[src/rtl/gxb_store.sv]
module gxb_store #(
    parameter int VEC_BITS = 64,
    parameter int ADDR_W   = 6
) (
    input  logic                aclk,
    input  logic                rd_en,
    input  logic [ADDR_W-1:0]   rd_addr,
    output logic [VEC_BITS-1:0] rd_data,
    input  logic                wr_en,
    input  logic [ADDR_W-1:0]   wr_addr,
    input  logic [VEC_BITS-1:0] wr_data
);

    logic [VEC_BITS-1:0] mem [VEC_BITS];
    logic [VEC_BITS-1:0] rd_data_reg;

    always_ff @(posedge aclk) begin
        if (wr_en) begin
            mem[wr_addr] <= wr_data;
        end
        if (rd_en) begin
            rd_data_reg <= mem[rd_addr];
        end
    end

    assign rd_data = rd_data_reg;

endmodule

[config.mk]
export PLATFORM = sky130hd
export DESIGN_NAME = gxb_store
export DESIGN_NICKNAME = d
export VERILOG_FILES = /design/src/rtl/gxb_store.sv
export SDC_FILE = /design/constraint.sdc
export NUM_CORES = 2
export LEC_CHECK = 0
export BUFFER_PORTS_ARGS = -buffer_cell sky130_fd_sc_hd__buf_2
export CAP_MARGIN = 20
export CORE_UTILIZATION = 35
export DETAILED_ROUTE_END_ITERATION = 10
export PLACE_DENSITY = 0.56
export SKIP_CTS_REPAIR_TIMING = 1
export SLEW_MARGIN = 20
export SYNTH_ARGS = -nofsm -noshare
export SYNTH_HDL_FRONTEND = slang
export SYNTH_SLANG_ARGS = --single-unit
[constraint.sdc]
create_clock -name aclk -period 18.6 [get_ports aclk]
set_input_delay 2.79 -clock aclk [delete_from_list [all_inputs] [get_ports aclk]]
set_output_delay 2.79 -clock aclk [all_outputs]
set_load 0.02 [all_outputs]
# == Word-level counts from Yosys, hierarchy flattened ==
# Memories as Yosys holds them, arrays and structs flattened. A register that Yosys moved wholly into a read port is not among the register bits.
# Cells that the tools add are included.
# word_totals
out_inout_bits,64
memories,1
wordCells,3
input_bits,79
mem_bits_rw,4096
ff_bits,0
# classes
mux,2
# memory_table
memory,words,width,rd,rd_ports_with_merged_regs,write_ports,line,source
mem,64,64,1,1,1,14,logic [VEC_BITS-1:0] mem [VEC_BITS];
# ops
cell,count
2-to-1 mux 1 bit,2

# == Depth between registers and ports, before layout ==
# logic_depth
word_depth,2
depth_mapped,9
depth_no_buf,5

# == Worst setup path after synthesis ==
# No wires, ideal clock.
# synth_path
path_type,in2reg
start,in wr_addr[3]
end,mem mem[48][0] (enable)
path_slack_ps,10374
cell_stages,4
setup_time_ps,564
arrival_ps,7662
required_ps,18036
n_path_buf,1
cell_sequence,clkbuf_1 nor2b_1 nand4b_1 nor3_1
# synth_lines
item,line,source
"start, declared",10,"input logic [ADDR_W-1:0] wr_addr,"
"end, declared",14,
# Straight into the memory's write port.

==> impl_metrics.tcl <==
set metrics [dict create \
    status "complete, no violations" \
    slowest_delay_ns 0.76 \
    worst_pin_slew_ns 1.22 \
    path_common_cell "buf_4" \
    via_count 76329 \
    drtAntennaViolNets 0 \
    cts_buffer_depth 4 \
    area_growth_pct 14.1 \
    fmax_ghz 0.145 \
    synthFlopType "edfxtp_1" \
    fin_area_um2 179000 \
    leakage_nw 54.9 \
    cp_max_fo 69 \
    yosysTopAreaCell "edfxtp_1" \
    fin_crit_sh_pct 37.2 \
    critPathSlowestCell "buf_4" \
    fillers 38775 \
    track_usage_pct 20.2 \
    cap_violations 0 \
    clkTransAtPathRegs_ns 0.06 \
    syn_area_um2 157000 \
    cts_buffers 418 \
    synth.distinct_cells 32 \
    synthArstFlopShare_pct 0 \
    power_mw 19.4 \
    synthTopCellsByCount "4160 x edfxtp_1, 1024 x mux4_2, 170 x buf_2, 168 x a22oi_1, 140 x clkbuf_1" \
    final_cells 13305 \
    intPower_mw 15.2 \
    die_h_um 672 \
    hpwl_mm 239 \
    synth_area_leaders "edfxtp_1 80%, mux4_2 15%, mux2i_1 0.86%, a22oi_1 0.80%, buf_2 0.54%" \
    cts.htree.levels 5 \
    yosys.area.top_type_share_pct 79.6 \
    avgSynthCellArea_um2 23.8 \
    worst_setup_path_start_kind "input pin" \
    yosysMostFrequentCell "edfxtp_1" \
    slew_violations 0 \
    timing.setup.tns_ns 0 \
    rsz0062_at_grt "false" \
    nNetsFinal 7080 \
    fp.dieW_um 672 \
    critical-path-top-delay-family "buffers and inverters" \
    insertion_delay_ns 1.00 \
    yosys_warnings 0 \
    grt.overflow.total 0 \
    start_util_pct 35.2 \
    setup_viol 0 \
    hold_path.class "reg -> reg" \
    tritoncts "yes" \
    placed_area_um2 166000 \
    clockPowerShare_pct 41.6 \
    grt_pass1_vias 76248 \
    syn_nets 6677 \
    finalWirelength_mm 464 \
    rows 245 \
    worst_slack_ns 11.69 \
    antenna_found_initial 62 \
    drt_pass1_iterations 5 \
    largest_reg_flops 4096 \
    cts_sinks 4160 \
    design.die.area_um2 451000 \
    hold_violations 0 \
    relSlewSlack_pct 19.0 \
    placed_cells 12503 \
    grt_pass1_wl_mm 635 \
    dr.first_iter.drc_count 10011 \
    fin_crit_ns 6.91 \
    portBuffers 142 \
    skew_ns 0.0642 \
    drc 0 \
    peakVddDrop_uv 85.4 \
    whs_ns 0.903 \
    p_seq_share_pct 53.9 \
    ys_seq_elements 4160 \
    utilization_pct 40.2 \
    switching_share_pct 21.4 \
    seq_area_frac_synth_pct 79.6 \
    cp.required_ns 19.27 \
    comb_power_share_pct 4.6 \
    root_buffer "clkbuf_16" \
    p_switching_mw 4.16 \
    end_kind "flip-flop" \
    grt_max_degree 115 \
    crit_type "in -> reg" \
    pre_cts_slack_ns 10.78 \
    wl_per_cell_um 34.9 \
    viasPerCell 5.74 \
    power.density_nw_per_um2 108 \
    path_buf_inv 5 \
    drive_gt1_share_pct 27.9 \
    synth-edff-count 4160 \
    synthCells 6598 \
    io_pins 143 \
    gp_congestion 0.753 \
    crit_chain "buf_8, buf_4, buf_4, buf_4, buf_4, mux4_2, mux2i_1, o22ai_1, a31oi_1, a211oi_1" \
    coreArea_um2 446000 \
    cp.arrival_ns 7.58 \
]
## cells by family (layout without fill, tap and decap cells)
family	count (synthesis)	count (layout)	share of synthesized area (%)
flip-flops	4160	4160	79.6
multiplexers	1159	1159	15.6
AO/OA/AOI/OAI	504	504	2.47
AND/OR/NAND/NOR	386	386	1.23
other	0	33	0
buffers and inverters	389	1135	1.18
## worst paths after layout
check / depth (start not counted) / slack [ns] / end / start
worst max-delay path: 10 / 11.69 / rd_data[60] / rd_addr[1]
worst min-delay path: 4 / 0.90 / rd_data[18] / mem[44][18]
worst max register to register: 4 / 16.19 / rd_data[62] / mem[7][62]
worst min register to register: 4 / 0.90 / rd_data[18] / mem[44][18]
## worst reg2reg max path, stage by stage, from the launching register on
cell	delay, ns
edfxtp_1	0.36
mux4_2	0.47
o221ai_1	0.50
o22ai_1	0.45
and3_1	0.35
## cell type report
cell class	instances	area (um2)	area share (%)
multi-input combinational	2049	30800	17.2
clock buffer	510	11000	6.13
antenna	33	82.6	0.0461
inverter	19	71.3	0.0398
timing repair buffer	353	2920	1.63
clock inverter	253	1970	1.10
sequential	4160	125000	69.7
tap	5928	7420	4.14
## power groups by stage
stage	logic [mW]	registers, mW	clock network (mW)
2_1_floorplan	0.484	10.6	0
3_3_place_gp	0.875	10.6	0
3_5_place_dp	0.892	10.6	0
4_1_cts	0.893	10.4	8.18
5_1_grt	0.938	10.4	8.52
6_report	0.885	10.4	8.05
## per-layer routing
layer / track usage (%) / wire [um] / up-vias
li1: - / - / 29429
met1: 28.2 / 188000 / 42445
met5: 0 / 70 / -
met2: 33.0 / 223000 / 3765
met3: 3.22 / 39400 / 678
met4: 5.51 / 13700 / 12
## cell usage in the layout (no fill, tap or decap), drive strengths merged, types with 18 or more instances in the layout
master   instances
a41oi           26
o221ai          38
clkbuf         510
nand2           58
a22o            88
diode           33
a211oi          63
nand3           45
a2bb2oi         19
or2             28
inv             33
a22oi          168
bufinv          23
o22ai           83
nor2           112
mux4          1024
buf            353
and3            64
a31oi           18
mux2i          135
clkinv         205
edfxtp        4160
or3             29
nor2b           28
No activity file was read; power rests on OpenSTA's default activity.
